===== src/sv/tts_pkg.sv =====
package tts_pkg;

    localparam int TAPE_CELLS = 1024;
    localparam int ADDR_W     = $clog2(TAPE_CELLS);
    localparam int POS_W      = 10;
    localparam int SYM_W      = 8;
    localparam int IDX_W      = 9;

    typedef logic [ADDR_W-1:0]       t_addr;
    typedef logic [SYM_W-1:0]        t_sym;
    typedef logic signed [POS_W-1:0] t_pos;

    localparam t_sym  BLANK_SYM = t_sym'(95);
    localparam t_pos  POS_MIN   = t_pos'(-(TAPE_CELLS / 2));
    localparam t_pos  POS_MAX   = t_pos'(TAPE_CELLS / 2 - 1);
    localparam t_addr HALF_ADDR = t_addr'(TAPE_CELLS / 2);
    localparam t_addr LAST_ADDR = t_addr'(TAPE_CELLS - 1);

    typedef enum logic [1:0] {
        REQ_LOAD = 2'd0,
        REQ_STEP = 2'd1,
        REQ_TRIM = 2'd2,
        REQ_NONE = 2'd3
    } t_req;

    typedef enum logic [1:0] {
        DIR_STAY  = 2'd0,
        DIR_LEFT  = 2'd1,
        DIR_RIGHT = 2'd2,
        DIR_NONE  = 2'd3
    } t_dir;

    typedef enum logic [2:0] {
        S_CLEAR,
        S_IDLE,
        S_TRIM_LO_RD,
        S_TRIM_LO_CK,
        S_TRIM_HI_RD,
        S_TRIM_HI_CK,
        S_HEAD_RD,
        S_FIN
    } t_state;

    typedef struct packed {
        logic  we;
        t_addr waddr;
        t_sym  wdata;
        logic  re;
        t_addr raddr;
    } t_mem_req;

    function automatic t_addr cell_addr(input t_pos pos);
        return t_addr'(pos) + HALF_ADDR;
    endfunction

endpackage


===== src/sv/tts_ctrl.sv =====
module tts_ctrl (
    input  logic                        i_clk,
    input  logic                        i_rst_n,
    input  logic                        i_valid,
    output logic                        o_ready,
    input  logic [1:0]                  i_req_type,
    input  tts_pkg::t_sym               i_symbol,
    input  logic                        i_write_enable,
    input  logic [1:0]                  i_move_dir,
    input  logic [tts_pkg::IDX_W-1:0]   i_load_index,
    input  logic                        i_load_last,
    output logic                        o_valid,
    input  logic                        i_ready,
    output tts_pkg::t_sym               o_read_symbol,
    output tts_pkg::t_pos               o_position,
    output tts_pkg::t_pos               o_range_low,
    output tts_pkg::t_pos               o_range_high,
    output logic                        o_bound_hit,
    output tts_pkg::t_mem_req           o_mem_req,
    input  tts_pkg::t_sym               i_mem_rdata
);

    tts_pkg::t_state r_state, n_state;
    tts_pkg::t_addr  r_clr, n_clr;
    tts_pkg::t_pos   r_head, n_head;
    tts_pkg::t_pos   r_low, n_low;
    tts_pkg::t_pos   r_high, n_high;
    logic            r_fwd, n_fwd;
    tts_pkg::t_sym   r_fwd_sym, n_fwd_sym;
    logic            r_hit, n_hit;
    logic            r_o_valid;
    tts_pkg::t_sym   r_o_sym;
    tts_pkg::t_pos   r_o_pos, r_o_low, r_o_high;
    logic            r_o_hit;

    logic            accept;
    logic            out_free;
    logic            lo_open, hi_open;
    logic            is_blank;
    tts_pkg::t_req   req;
    tts_pkg::t_dir   dir;
    tts_pkg::t_pos   load_pos;
    logic            load_hit;
    tts_pkg::t_pos   step_head;
    logic            step_hit;
    tts_pkg::t_sym   result_sym;

    assign req      = tts_pkg::t_req'(i_req_type);
    assign dir      = tts_pkg::t_dir'(i_move_dir);
    assign accept   = i_valid && o_ready;
    assign out_free = !r_o_valid || i_ready;
    assign lo_open  = r_low < r_head;
    assign hi_open  = r_high > r_head;
    assign is_blank = i_mem_rdata == tts_pkg::BLANK_SYM;
    assign result_sym = r_fwd ? r_fwd_sym : i_mem_rdata;

    always_comb begin
        load_pos = tts_pkg::t_pos'({1'b0, i_load_index});
        load_hit = load_pos > tts_pkg::POS_MAX;
        if (load_hit) begin
            load_pos = tts_pkg::POS_MAX;
        end
    end

    always_comb begin
        step_head = r_head;
        step_hit  = 1'b0;
        unique case (dir)
            tts_pkg::DIR_LEFT: begin
                if (r_head != tts_pkg::POS_MIN) begin
                    step_head = r_head - tts_pkg::t_pos'(1);
                end else begin
                    step_hit = 1'b1;
                end
            end
            tts_pkg::DIR_RIGHT: begin
                if (r_head != tts_pkg::POS_MAX) begin
                    step_head = r_head + tts_pkg::t_pos'(1);
                end else begin
                    step_hit = 1'b1;
                end
            end
            tts_pkg::DIR_STAY, tts_pkg::DIR_NONE: begin
                step_head = r_head;
            end
        endcase
    end

    always_comb begin
        n_state = r_state;
        unique case (r_state)
            tts_pkg::S_CLEAR: begin
                if (r_clr == tts_pkg::LAST_ADDR) begin
                    n_state = tts_pkg::S_IDLE;
                end
            end
            tts_pkg::S_IDLE: begin
                if (accept) begin
                    n_state = (req == tts_pkg::REQ_TRIM) ? tts_pkg::S_TRIM_LO_RD
                                                         : tts_pkg::S_FIN;
                end
            end
            tts_pkg::S_TRIM_LO_RD: begin
                n_state = lo_open ? tts_pkg::S_TRIM_LO_CK : tts_pkg::S_TRIM_HI_RD;
            end
            tts_pkg::S_TRIM_LO_CK: begin
                n_state = is_blank ? tts_pkg::S_TRIM_LO_RD : tts_pkg::S_TRIM_HI_RD;
            end
            tts_pkg::S_TRIM_HI_RD: begin
                n_state = hi_open ? tts_pkg::S_TRIM_HI_CK : tts_pkg::S_FIN;
            end
            tts_pkg::S_TRIM_HI_CK: begin
                n_state = is_blank ? tts_pkg::S_TRIM_HI_RD : tts_pkg::S_HEAD_RD;
            end
            tts_pkg::S_HEAD_RD: begin
                n_state = tts_pkg::S_FIN;
            end
            tts_pkg::S_FIN: begin
                if (out_free) begin
                    n_state = tts_pkg::S_IDLE;
                end
            end
        endcase
    end

    always_comb begin
        o_ready   = 1'b0;
        o_mem_req = '0;
        unique case (r_state)
            tts_pkg::S_CLEAR: begin
                o_mem_req.we    = 1'b1;
                o_mem_req.waddr = r_clr;
                o_mem_req.wdata = tts_pkg::BLANK_SYM;
            end
            tts_pkg::S_IDLE: begin
                o_ready = 1'b1;
                if (i_valid) begin
                    unique case (req)
                        tts_pkg::REQ_LOAD: begin
                            o_mem_req.we    = !load_hit;
                            o_mem_req.waddr = tts_pkg::cell_addr(load_pos);
                            o_mem_req.wdata = i_symbol;
                            o_mem_req.re    = 1'b1;
                            o_mem_req.raddr = tts_pkg::cell_addr('0);
                        end
                        tts_pkg::REQ_STEP: begin
                            o_mem_req.we    = i_write_enable;
                            o_mem_req.waddr = tts_pkg::cell_addr(r_head);
                            o_mem_req.wdata = i_symbol;
                            o_mem_req.re    = 1'b1;
                            o_mem_req.raddr = tts_pkg::cell_addr(step_head);
                        end
                        tts_pkg::REQ_TRIM: begin
                            o_mem_req.re = 1'b0;
                        end
                        tts_pkg::REQ_NONE: begin
                            o_mem_req.re    = 1'b1;
                            o_mem_req.raddr = tts_pkg::cell_addr(r_head);
                        end
                    endcase
                end
            end
            tts_pkg::S_TRIM_LO_RD: begin
                o_mem_req.re    = lo_open;
                o_mem_req.raddr = tts_pkg::cell_addr(r_low);
            end
            tts_pkg::S_TRIM_HI_RD: begin
                o_mem_req.re    = 1'b1;
                o_mem_req.raddr = hi_open ? tts_pkg::cell_addr(r_high)
                                          : tts_pkg::cell_addr(r_head);
            end
            tts_pkg::S_HEAD_RD: begin
                o_mem_req.re    = 1'b1;
                o_mem_req.raddr = tts_pkg::cell_addr(r_head);
            end
            tts_pkg::S_TRIM_LO_CK, tts_pkg::S_TRIM_HI_CK, tts_pkg::S_FIN: begin
                o_mem_req.re = 1'b0;
            end
        endcase
    end

    always_comb begin
        n_clr     = r_clr;
        n_head    = r_head;
        n_low     = r_low;
        n_high    = r_high;
        n_fwd     = r_fwd;
        n_fwd_sym = r_fwd_sym;
        n_hit     = r_hit;
        if (r_state == tts_pkg::S_CLEAR) begin
            n_clr = r_clr + tts_pkg::t_addr'(1);
        end
        if (accept) begin
            n_fwd     = 1'b0;
            n_fwd_sym = i_symbol;
            n_hit     = 1'b0;
            unique case (req)
                tts_pkg::REQ_LOAD: begin
                    n_head = '0;
                    n_low  = '0;
                    n_high = i_load_last ? load_pos : '0;
                    n_fwd  = !load_hit && (load_pos == '0);
                    n_hit  = load_hit;
                end
                tts_pkg::REQ_STEP: begin
                    n_head = step_head;
                    n_low  = (step_head < r_low) ? step_head : r_low;
                    n_high = (step_head > r_high) ? step_head : r_high;
                    n_fwd  = i_write_enable && (step_head == r_head);
                    n_hit  = step_hit;
                end
                tts_pkg::REQ_TRIM, tts_pkg::REQ_NONE: begin
                    n_fwd = 1'b0;
                end
            endcase
        end
        if (r_state == tts_pkg::S_TRIM_LO_CK && is_blank) begin
            n_low = r_low + tts_pkg::t_pos'(1);
        end
        if (r_state == tts_pkg::S_TRIM_HI_CK && is_blank) begin
            n_high = r_high - tts_pkg::t_pos'(1);
        end
    end

    always_ff @(posedge i_clk) begin
        if (!i_rst_n) begin
            r_state   <= tts_pkg::S_CLEAR;
            r_clr     <= '0;
            r_head    <= '0;
            r_low     <= '0;
            r_high    <= '0;
            r_fwd     <= 1'b0;
            r_hit     <= 1'b0;
            r_o_valid <= 1'b0;
        end else begin
            r_state <= n_state;
            r_clr   <= n_clr;
            r_head  <= n_head;
            r_low   <= n_low;
            r_high  <= n_high;
            r_fwd   <= n_fwd;
            r_hit   <= n_hit;
            if (r_state == tts_pkg::S_FIN && out_free) begin
                r_o_valid <= 1'b1;
            end else if (i_ready) begin
                r_o_valid <= 1'b0;
            end
        end
    end

    always_ff @(posedge i_clk) begin
        r_fwd_sym <= n_fwd_sym;
        if (r_state == tts_pkg::S_FIN && out_free) begin
            r_o_sym  <= result_sym;
            r_o_pos  <= r_head;
            r_o_low  <= r_low;
            r_o_high <= r_high;
            r_o_hit  <= r_hit;
        end
    end

    assign o_valid       = r_o_valid;
    assign o_read_symbol = r_o_sym;
    assign o_position    = r_o_pos;
    assign o_range_low   = r_o_low;
    assign o_range_high  = r_o_high;
    assign o_bound_hit   = r_o_hit;

    a_range_holds_head: assert property (@(posedge i_clk) disable iff (!i_rst_n)
        r_state == tts_pkg::S_IDLE |-> (r_low <= r_head && r_head <= r_high))
        else $error("used range does not hold the head");

    a_result_in_range: assert property (@(posedge i_clk) disable iff (!i_rst_n)
        r_o_valid |-> (r_o_low <= r_o_pos && r_o_pos <= r_o_high))
        else $error("reported range does not hold the head");

    a_no_write_in_trim: assert property (@(posedge i_clk) disable iff (!i_rst_n)
        (r_state == tts_pkg::S_TRIM_LO_RD || r_state == tts_pkg::S_TRIM_LO_CK ||
         r_state == tts_pkg::S_TRIM_HI_RD || r_state == tts_pkg::S_TRIM_HI_CK ||
         r_state == tts_pkg::S_HEAD_RD) |-> !o_mem_req.we)
        else $error("tape written during a trim walk");

    a_accept_leaves_idle: assert property (@(posedge i_clk) disable iff (!i_rst_n)
        accept |=> r_state != tts_pkg::S_IDLE)
        else $error("accepted word was not processed");

    a_no_accept_in_clear: assert property (@(posedge i_clk) disable iff (!i_rst_n)
        $past(r_state == tts_pkg::S_CLEAR) && r_state == tts_pkg::S_CLEAR |-> !r_o_valid)
        else $error("result produced during the clearing pass");

endmodule


===== config.mk =====
export PLATFORM = sky130hd
export DESIGN_NAME = tts_ctrl
export DESIGN_NICKNAME = d
export VERILOG_FILES = /design/src/sv/tts_pkg.sv /design/src/sv/tts_ctrl.sv
export SDC_FILE = /design/constraint.sdc
export NUM_CORES = 1
export LEC_CHECK = 0
export BUFFER_PORTS_ARGS = -buffer_cell sky130_fd_sc_hd__buf_2
export CAP_MARGIN = 20
export CELL_PAD_IN_SITES_DETAIL_PLACEMENT = 0
export CELL_PAD_IN_SITES_GLOBAL_PLACEMENT = 1
export CORE_AREA = 2 2 132 134
export DETAILED_ROUTE_END_ITERATION = 8
export DIE_AREA = 0 0 134 136
export PLACE_DENSITY_LB_ADDON = 0.1
export SYNTH_ARGS = -nofsm -noshare
export SYNTH_HDL_FRONTEND = slang
export SYNTH_SLANG_ARGS = --single-unit

===== constraint.sdc =====
create_clock -name i_clk -period 4.27 [get_ports i_clk]
set_input_delay 0.2135 -clock i_clk [delete_from_list [all_inputs] [get_ports i_clk]]
set_output_delay 0.2135 -clock i_clk [all_outputs]
set_load 0.01 [all_outputs]

==> metrics.csv, run 1 <==
stage;metric;value;unit
critical_path;endpoint_kind;flip-flop;
timing;drv_slew;0;
route;first_iter_violations;498;
global_routing;antenna_found_initial;1;
synth;synth_area_leaders;edfxtp_1 (22%), dfxtp_1 (14%), ha_1 (9.2%);
timing;post-route-worst-setup-slack;0.282;ns
synth;synthMuxAreaShare;0.0456;
timing;final-setup-viol-count;0;
power;p_leak;3.29;nW
global_routing;grt-ovfl-total;0;
placement;port_buffers;105;
placement;dpl.hpwl;20300;um
synth;yosys.area_share.simple;0.204;
run_status;outcome;completed;
route;drtPass1Iterations;5;
synth;synth_top_family_by_area;compound AO/OA/AOI/OAI gates;
timing;period_share;0.934;
clocking;cts_buffers;9;
final_layout;final_net_count;951;
synth;syn_inst;728;
final_layout;stdcell_count;1099;
critical_path;worstPathRequired;4.50;ns
timing;hold_violations;0;
route;viasPerCell;5.96;
critical_path;crit_fanout;8;
clocking;postCtsHoldBufs;0;
route;wl_met1;10500;um
clocking;clkLatencyLatePin;0.36;ns
synth;ys_seq_elements;93;
final_layout;fillerInstances;1700;
route;wl_met2;12500;um
timing;skew;0.0127;ns
clocking;h-tree-depth;3;
global_routing;grt_pass1_wl;38800;um
synth;synth_most_common_cell;nand2_1;
hold_path;min_from;i_symbol[7];
synth;async_reset_ff_frac;0;
synth;synth_area;6390;sq um
placement;dp_cells;1082;
global_routing;grtUsageTotal;0.286;
route;route.met3.wl;1620;um
critical_path;worstPathArrival;4.21;ns
global_routing;grt_pass1_vias;6400;
clocking;path_clk_slew;0.08;ns
floorplanning;die_h;136;um
placement;place_congestion;0.988;
timing;period_minus_slack;3.99;ns
critical_path;r2r_setup_slack;0.28;ns
floorplanning;die_w;134;um
critical_path;timing.rr.end;r_low[1];
critical_path;cp-start-kind;flip-flop;
route;wl_per_cell;23.4;um
hold_path;hold_path_depth;1;
hold_path;worst_hold_path_type;primary input to flip-flop;
floorplanning;initial_utilization;0.379;
synth;synth_xor_area_frac;0.0149;
timing;worst_pin_slew;1.02;ns
synth;synth_top_area_frac;0.221;
synth;yosys.area.top_type;edfxtp_1;
timing;relSlewSlack;0.317;
power;vdd_ir_drop_max;0.000166;V
synth;synth-main-ff-cell;edfxtp_1;
route;drtAntennaViolNets;0;
floorplanning;num_rows;48;
route;top_layer_used;met5;
critical_path;critical_path_class;flip-flop to flip-flop;
synth;yosysWarnings;0;
synth;ys_types;78;
synth;syn-num-nets;810;
clocking;root_buffer;clkbuf_16;
flow_run;timing.max_cap.violations;0;
final_layout;drive_gt1_frac;0.248;
synth;synthAdderAreaFrac;0.0920;
global_routing;grt_max_degree;25;
floorplanning;dieArea;18200;sq um
clocking;cts_tree;built;
critical_path;ff2ff_path_depth;15;
final_layout;area_delta_synth_final;23.0;%
hold_path;holdPathEnd;r_fwd_sym[7];
floorplanning;ios;106;
route;routed_wl;25800;um
critical_path;r2r_start;r_head[8];
timing;final.setup.tns;0;ns
floorplanning;core;16900;sq um
synth;seq_area_frac_synth;0.365;
power;pwr_density_cell;252;nW/um^2
synth;yosys-top-cells-count;nand2_1 (80), a21oi_1 (57), edfxtp_1 (47), ha_1 (47), dfxtp_1 (46);
power;p_total;1.98;mW
placement;pre_cts_ws;0.167;ns
route;vias;6545;
final_layout;num_antenna_cells;0;
timing;fmax;251;MHz
synth;synth_edf_count;47;
final_layout;fin_util;0.466;
synth;synth_compound_area_frac;0.227;
synth;synth_area_per_cell;8.78;sq um
route;drcViolationCount;0;
clocking;cts.sinks;93;
clocking;clock_path_buffers;2;
## area by class of cell
class,instances,area [sq um],share of cell area
Timing Repair Buffer,173,1040,0.132
Sequential cell,93,2330,0.297
Inverter,40,150,0.0191
Clock buffer,10,229,0.0291
Multi-Input combinational cell,552,3760,0.478
Clock inverter,6,72.6,0.00923
Tap cell,225,282,0.0358
## per-layer routing
| layer | track usage | vias to the layer above |
|---|---|---|
| met3 | 0.0544 | 74 |
| met1 | 0.349 | 3137 |
| met4 | 0.144 | 2 |
| met2 | 0.483 | 302 |
| met5 | 0 | - |
| li1 | - | 3030 |
## critical path, stage by stage, from the launching register on
cell and delay [ns]:
dfxtp_1 0.47, nor2b_1 0.43, and3_2 0.37, a41oi_1 0.18, o21ai_0 0.21, o311a_1 0.33
ha_1 0.33, and4_1 0.20, a221oi_1 0.26, buf_4 0.16, o311ai_4 0.09, xor2_2 0.18
o21ai_2 0.18, buf_4 0.18, mux2i_1 0.19, a21oi_1 0.08
## repair_timing
item                                    in CTS  in global routing
gates resized for setup                      0                  3
setup buffers                                0                  1
endpoints found under the setup margin       0                  2
## logic make-up (layout without fill, tap and decap cells)
| kind of cell | count (synthesis) | in the layout |
|---|---|---|
| AOI/OAI and AO/OA | 210 | 210 |
| xor gates and xnor gates | 10 | 10 |
| adders and majority gates | 47 | 47 |
| buffers and inverters | 83 | 229 |
| DFF | 93 | 93 |
| muxes | 28 | 28 |
| and+or+nand+nor | 257 | 257 |
## power breakdown
group	leakage [nW]	switching, mW	total (mW)	internal, mW
registers	0.859	0.00370	0.936	0.933
logic	2.28	0.117	0.196	0.0792
clock network	0.149	0.384	0.846	0.462
total	3.29	0.504	1.98	1.47
## how the worst max path moves through the flow
stage / end / from / slack, ns
detailed placement: r_low[1] / r_head[0] / 0.17
global placement: r_low[1] / i_move_dir[1] / 0.23
CTS: r_low[1] / r_head[0] / 0.14
floorplan: r_low[1] / r_head[0] / 0.15
global route: r_low[1] / r_head[0] / -0.03
finish: r_low[1] / r_head[8] / 0.28
## per-stage QoR
| stage | instance area [sq um] | hold WS [ns] |
|---|---|---|
| after floorplan | 6390 | 0.312 |
| after global placement | 7530 | 0.401 |
| after detailed placement | 7530 | 0.406 |
| after CTS | 7840 | 0.0299 |
| after global routing | 7860 | 0.0333 |
| final | 7860 | 0.0335 |
## placed cells by master, fill, tap and decap left out, types with 8 or more instances in the layout
| master | n |
|---|---|
| a21o_1 | 15 |
| inv_1 | 39 |
| nand2b_1 | 11 |
| nand3_1 | 25 |
| mux2i_1 | 19 |
| nor3_1 | 12 |
| mux2_2 | 9 |
| nor2b_1 | 10 |
| dfxtp_1 | 45 |
| a221o_1 | 9 |
| a21oi_1 | 57 |
| o21a_1 | 8 |
| buf_4 | 68 |
| o211ai_1 | 9 |
| ha_1 | 47 |
| nor2_1 | 43 |
| o21ai_0 | 35 |
| edfxtp_1 | 47 |
| clkbuf_16 | 9 |
| nand2_1 | 80 |
| buf_2 | 105 |
| and3_1 | 11 |
| a31oi_1 | 10 |
| nor4_1 | 13 |
| nand4_1 | 18 |
## state kept, by name (all words and copies together) (netlist names), 3 cells and up
register       cells
o_position        10
r_high            10
r_low             10
r_fwd_sym          8
o_range_low       10
o_read_symbol      8
r_head            10
r_clr             10
o_range_high      10
r_state            3
Note: power is estimated with default switching activity, not from simulation.
==> run 2, diff against run 1 <==
--- a/config.mk
+++ b/config.mk
@@ -12,7 +12,7 @@
 export CORE_AREA = 2 2 132 134
 export DETAILED_ROUTE_END_ITERATION = 8
 export DIE_AREA = 0 0 134 136
-export PLACE_DENSITY_LB_ADDON = 0.1
+export PLACE_DENSITY_LB_ADDON = 0.15
 export SYNTH_ARGS = -nofsm -noshare
 export SYNTH_HDL_FRONTEND = slang
 export SYNTH_SLANG_ARGS = --single-unit
==> run 2 against run 1 <==
  * Combinational power about the same
  * Critical endpoint unchanged
  * Flip-flop and latch count unchanged
  * Setup slack got worse by 0.041 ns
  * Global-route usage is 0.80 points lower
  * Clock-buffer cell count down 1
==> metrics.csv, run 2 (synthesized netlist as in run 1, its figures left out) <==
stage;metric;value;unit;change
power;pwr_density_cell;253;nW/um^2;+0.48%
floorplanning;die_h;136;um;unchanged
final_layout;final_net_count;952;;+0.11%
timing;fmax;248;MHz;-1.0%
clocking;cts.sinks;93;;unchanged
floorplanning;num_rows;48;;unchanged
hold_path;worst_hold_path_type;primary input to flip-flop;;
global_routing;antenna_found_initial;0;;-1
global_routing;grt-ovfl-total;0;;unchanged
critical_path;crit_fanout;6;;-2
critical_path;worstPathArrival;4.25;ns;+0.04 ns
global_routing;grtUsageTotal;0.278;;-0.00799
placement;place_area;7550;sq um;+0.20%
route;vias;6555;;+0.15%
final_layout;drive_gt1_frac;0.253;;+0.00429
floorplanning;dieArea;18200;sq um;unchanged
timing;period_share;0.944;;+0.00955
critical_path;critPathLaunch;r_head[1];;
clocking;cts_setup_buffers;0;;unchanged
final_layout;mostFrequentLayoutCells;buf_2 (105), nand2_1 (80), buf_4 (69);;
critical_path;r2r_start;r_head[1];;
clocking;cts_buffers;9;;unchanged
power;vdd_ir_drop_max;0.000155;V;-6.5%
final_layout;final_common_cell;buf_2;;
hold_path;hold_path_depth;1;;unchanged
power;p_leak;3.28;nW;about the same
final_layout;fillerInstances;1685;;-0.88%
placement;port_buffers;105;;unchanged
route;drtAntennaViolNets;0;;unchanged
clocking;path_clk_slew;0.07;ns;about the same
clocking;h-tree-depth;3;;unchanged
final_layout;fin_util;0.467;;+0.000889
critical_path;worstPathRequired;4.49;ns;about the same
timing;relSlewSlack;0.320;;+0.00301
timing;skew;0.00783;ns;-0.00484 ns
global_routing;grt_pass1_vias;6233;;-2.6%
route;routed_wl;25200;um;-2.3%
timing;final-setup-viol-count;0;;unchanged
timing;rsz0062_at_grt;no;;
timing;post-route-worst-setup-slack;0.241;ns;-0.0408 ns
timing;period_minus_slack;4.03;ns;+0.0408 ns
clocking;clock_path_buffers;2;;unchanged
route;first_iter_violations;608;;+22%
timing;drv_slew;0;;unchanged
final_layout;stdcell_area;7880;sq um;+0.19%
final_layout;num_antenna_cells;0;;unchanged
critical_path;endpoint_kind;flip-flop;;
timing;worst_pin_slew;1.01;ns;-0.00448 ns
hold_path;min_from;i_symbol[7];;
floorplanning;die_w;134;um;unchanged
final_layout;area_delta_synth_final;23.3;%;
critical_path;ff2ff_path_depth;16;;+1
timing;hold_violations;0;;unchanged
route;drtPass1Iterations;5;;unchanged
critical_path;cp-start-kind;flip-flop;;
floorplanning;ios;106;;unchanged
flow_run;timing.max_cap.violations;0;;unchanged
global_routing;grt_max_degree;37;;+48%
timing;worst_hold_slack;0.0425;ns;+0.00901 ns
timing;final.setup.tns;0;ns;unchanged
floorplanning;initial_utilization;0.379;;unchanged
critical_path;critical_path_class;flip-flop to flip-flop;;
clocking;root_buffer;clkbuf_16;;
placement;pre_cts_ws;0.0729;ns;-0.0939 ns
clocking;cts_tree;built;;
placement;dpl.hpwl;19600;um;-3.4%
route;drcViolationCount;0;;unchanged
global_routing;grt_pass1_wl;37600;um;-2.9%
placement;place_congestion;0.957;;-3.1%
clocking;clkLatencyLatePin;0.35;ns;about the same
floorplanning;core;16900;sq um;unchanged
run_status;outcome;completed;;
route;wl_per_cell;22.9;um;-2.4%
route;viasPerCell;5.96;;about the same
[run 2: cell count changes in the layout (fill, tap and decap cells not counted), sizes merged]
cell / delta
buf: +1
inv: +2
clkbuf: -1
clkinvlp: +1
clkinv: -2
[run 2: worst max-delay path: stages, from the launching register on]
cell,delay (ns)
dfxtp_1,0.42
ha_1,0.27
and2_0,0.31
and4_1,0.43
nor3_1,0.11
a21o_1,0.20
mux2_2,0.30
ha_1,0.31
and4_1,0.23
a221oi_1,0.26
buf_4,0.16
o311ai_4,0.09
xor2_2,0.18
o21ai_2,0.18
buf_4,0.17
mux2i_1,0.18
a21oi_1,0.08
[run 2: area by class of cell]
| class | count | area [sq um] | area share |
|---|---|---|---|
| clock inverters | 7 | 88.8 | 0.0113 |
| flip-flops and latches | 93 | 2330 | 0.296 |
| inverters | 40 | 150 | 0.0191 |
| repair buffers | 174 | 1040 | 0.132 |
| multi-input cells | 552 | 3750 | 0.477 |
| clock buffers | 9 | 225 | 0.0286 |
| well taps | 225 | 282 | 0.0357 |
[run 2: final timing paths]
path	end	slack (ns)
worst max-delay path	r_low[1]	0.24
worst min-delay path	r_fwd_sym[7]	0.04
worst max register to register	r_low[1]	0.24
worst min register to register	o_bound_hit	0.44
[run 2: what timing repair did]
| item | CTS | global route |
|---|---|---|
| endpoints found under the setup margin | 0 | 18 |
| gates resized for setup | 0 | 7 |
| hold buffers | 0 | 0 |
[run 2: per-stage QoR]
step	instances	power [mW]
after floorplan	728	1.06
after global placement	1084	1.15
after detailed placement	1084	1.15
after CTS	1100	2.00
after global routing	1100	2.06
final	1100	1.99
[run 2: power by group]
group / internal [mW] / switching [mW] / leakage [nW] / total [mW]
clock: 0.468 / 0.394 / 0.150 / 0.862
sequential: 0.932 / 0.00365 / 0.859 / 0.936
combinational: 0.0792 / 0.115 / 2.27 / 0.194
total: 1.48 / 0.512 / 3.28 / 1.99
[run 2: routing by layer]
| metal | share of wire | track usage |
|---|---|---|
| met1 | 0.42 | 0.354 |
| met2 | 0.48 | 0.465 |
| met3 | 0.060 | 0.0414 |
| met4 | 0.041 | 0.127 |
| met5 | 0 | 0 |
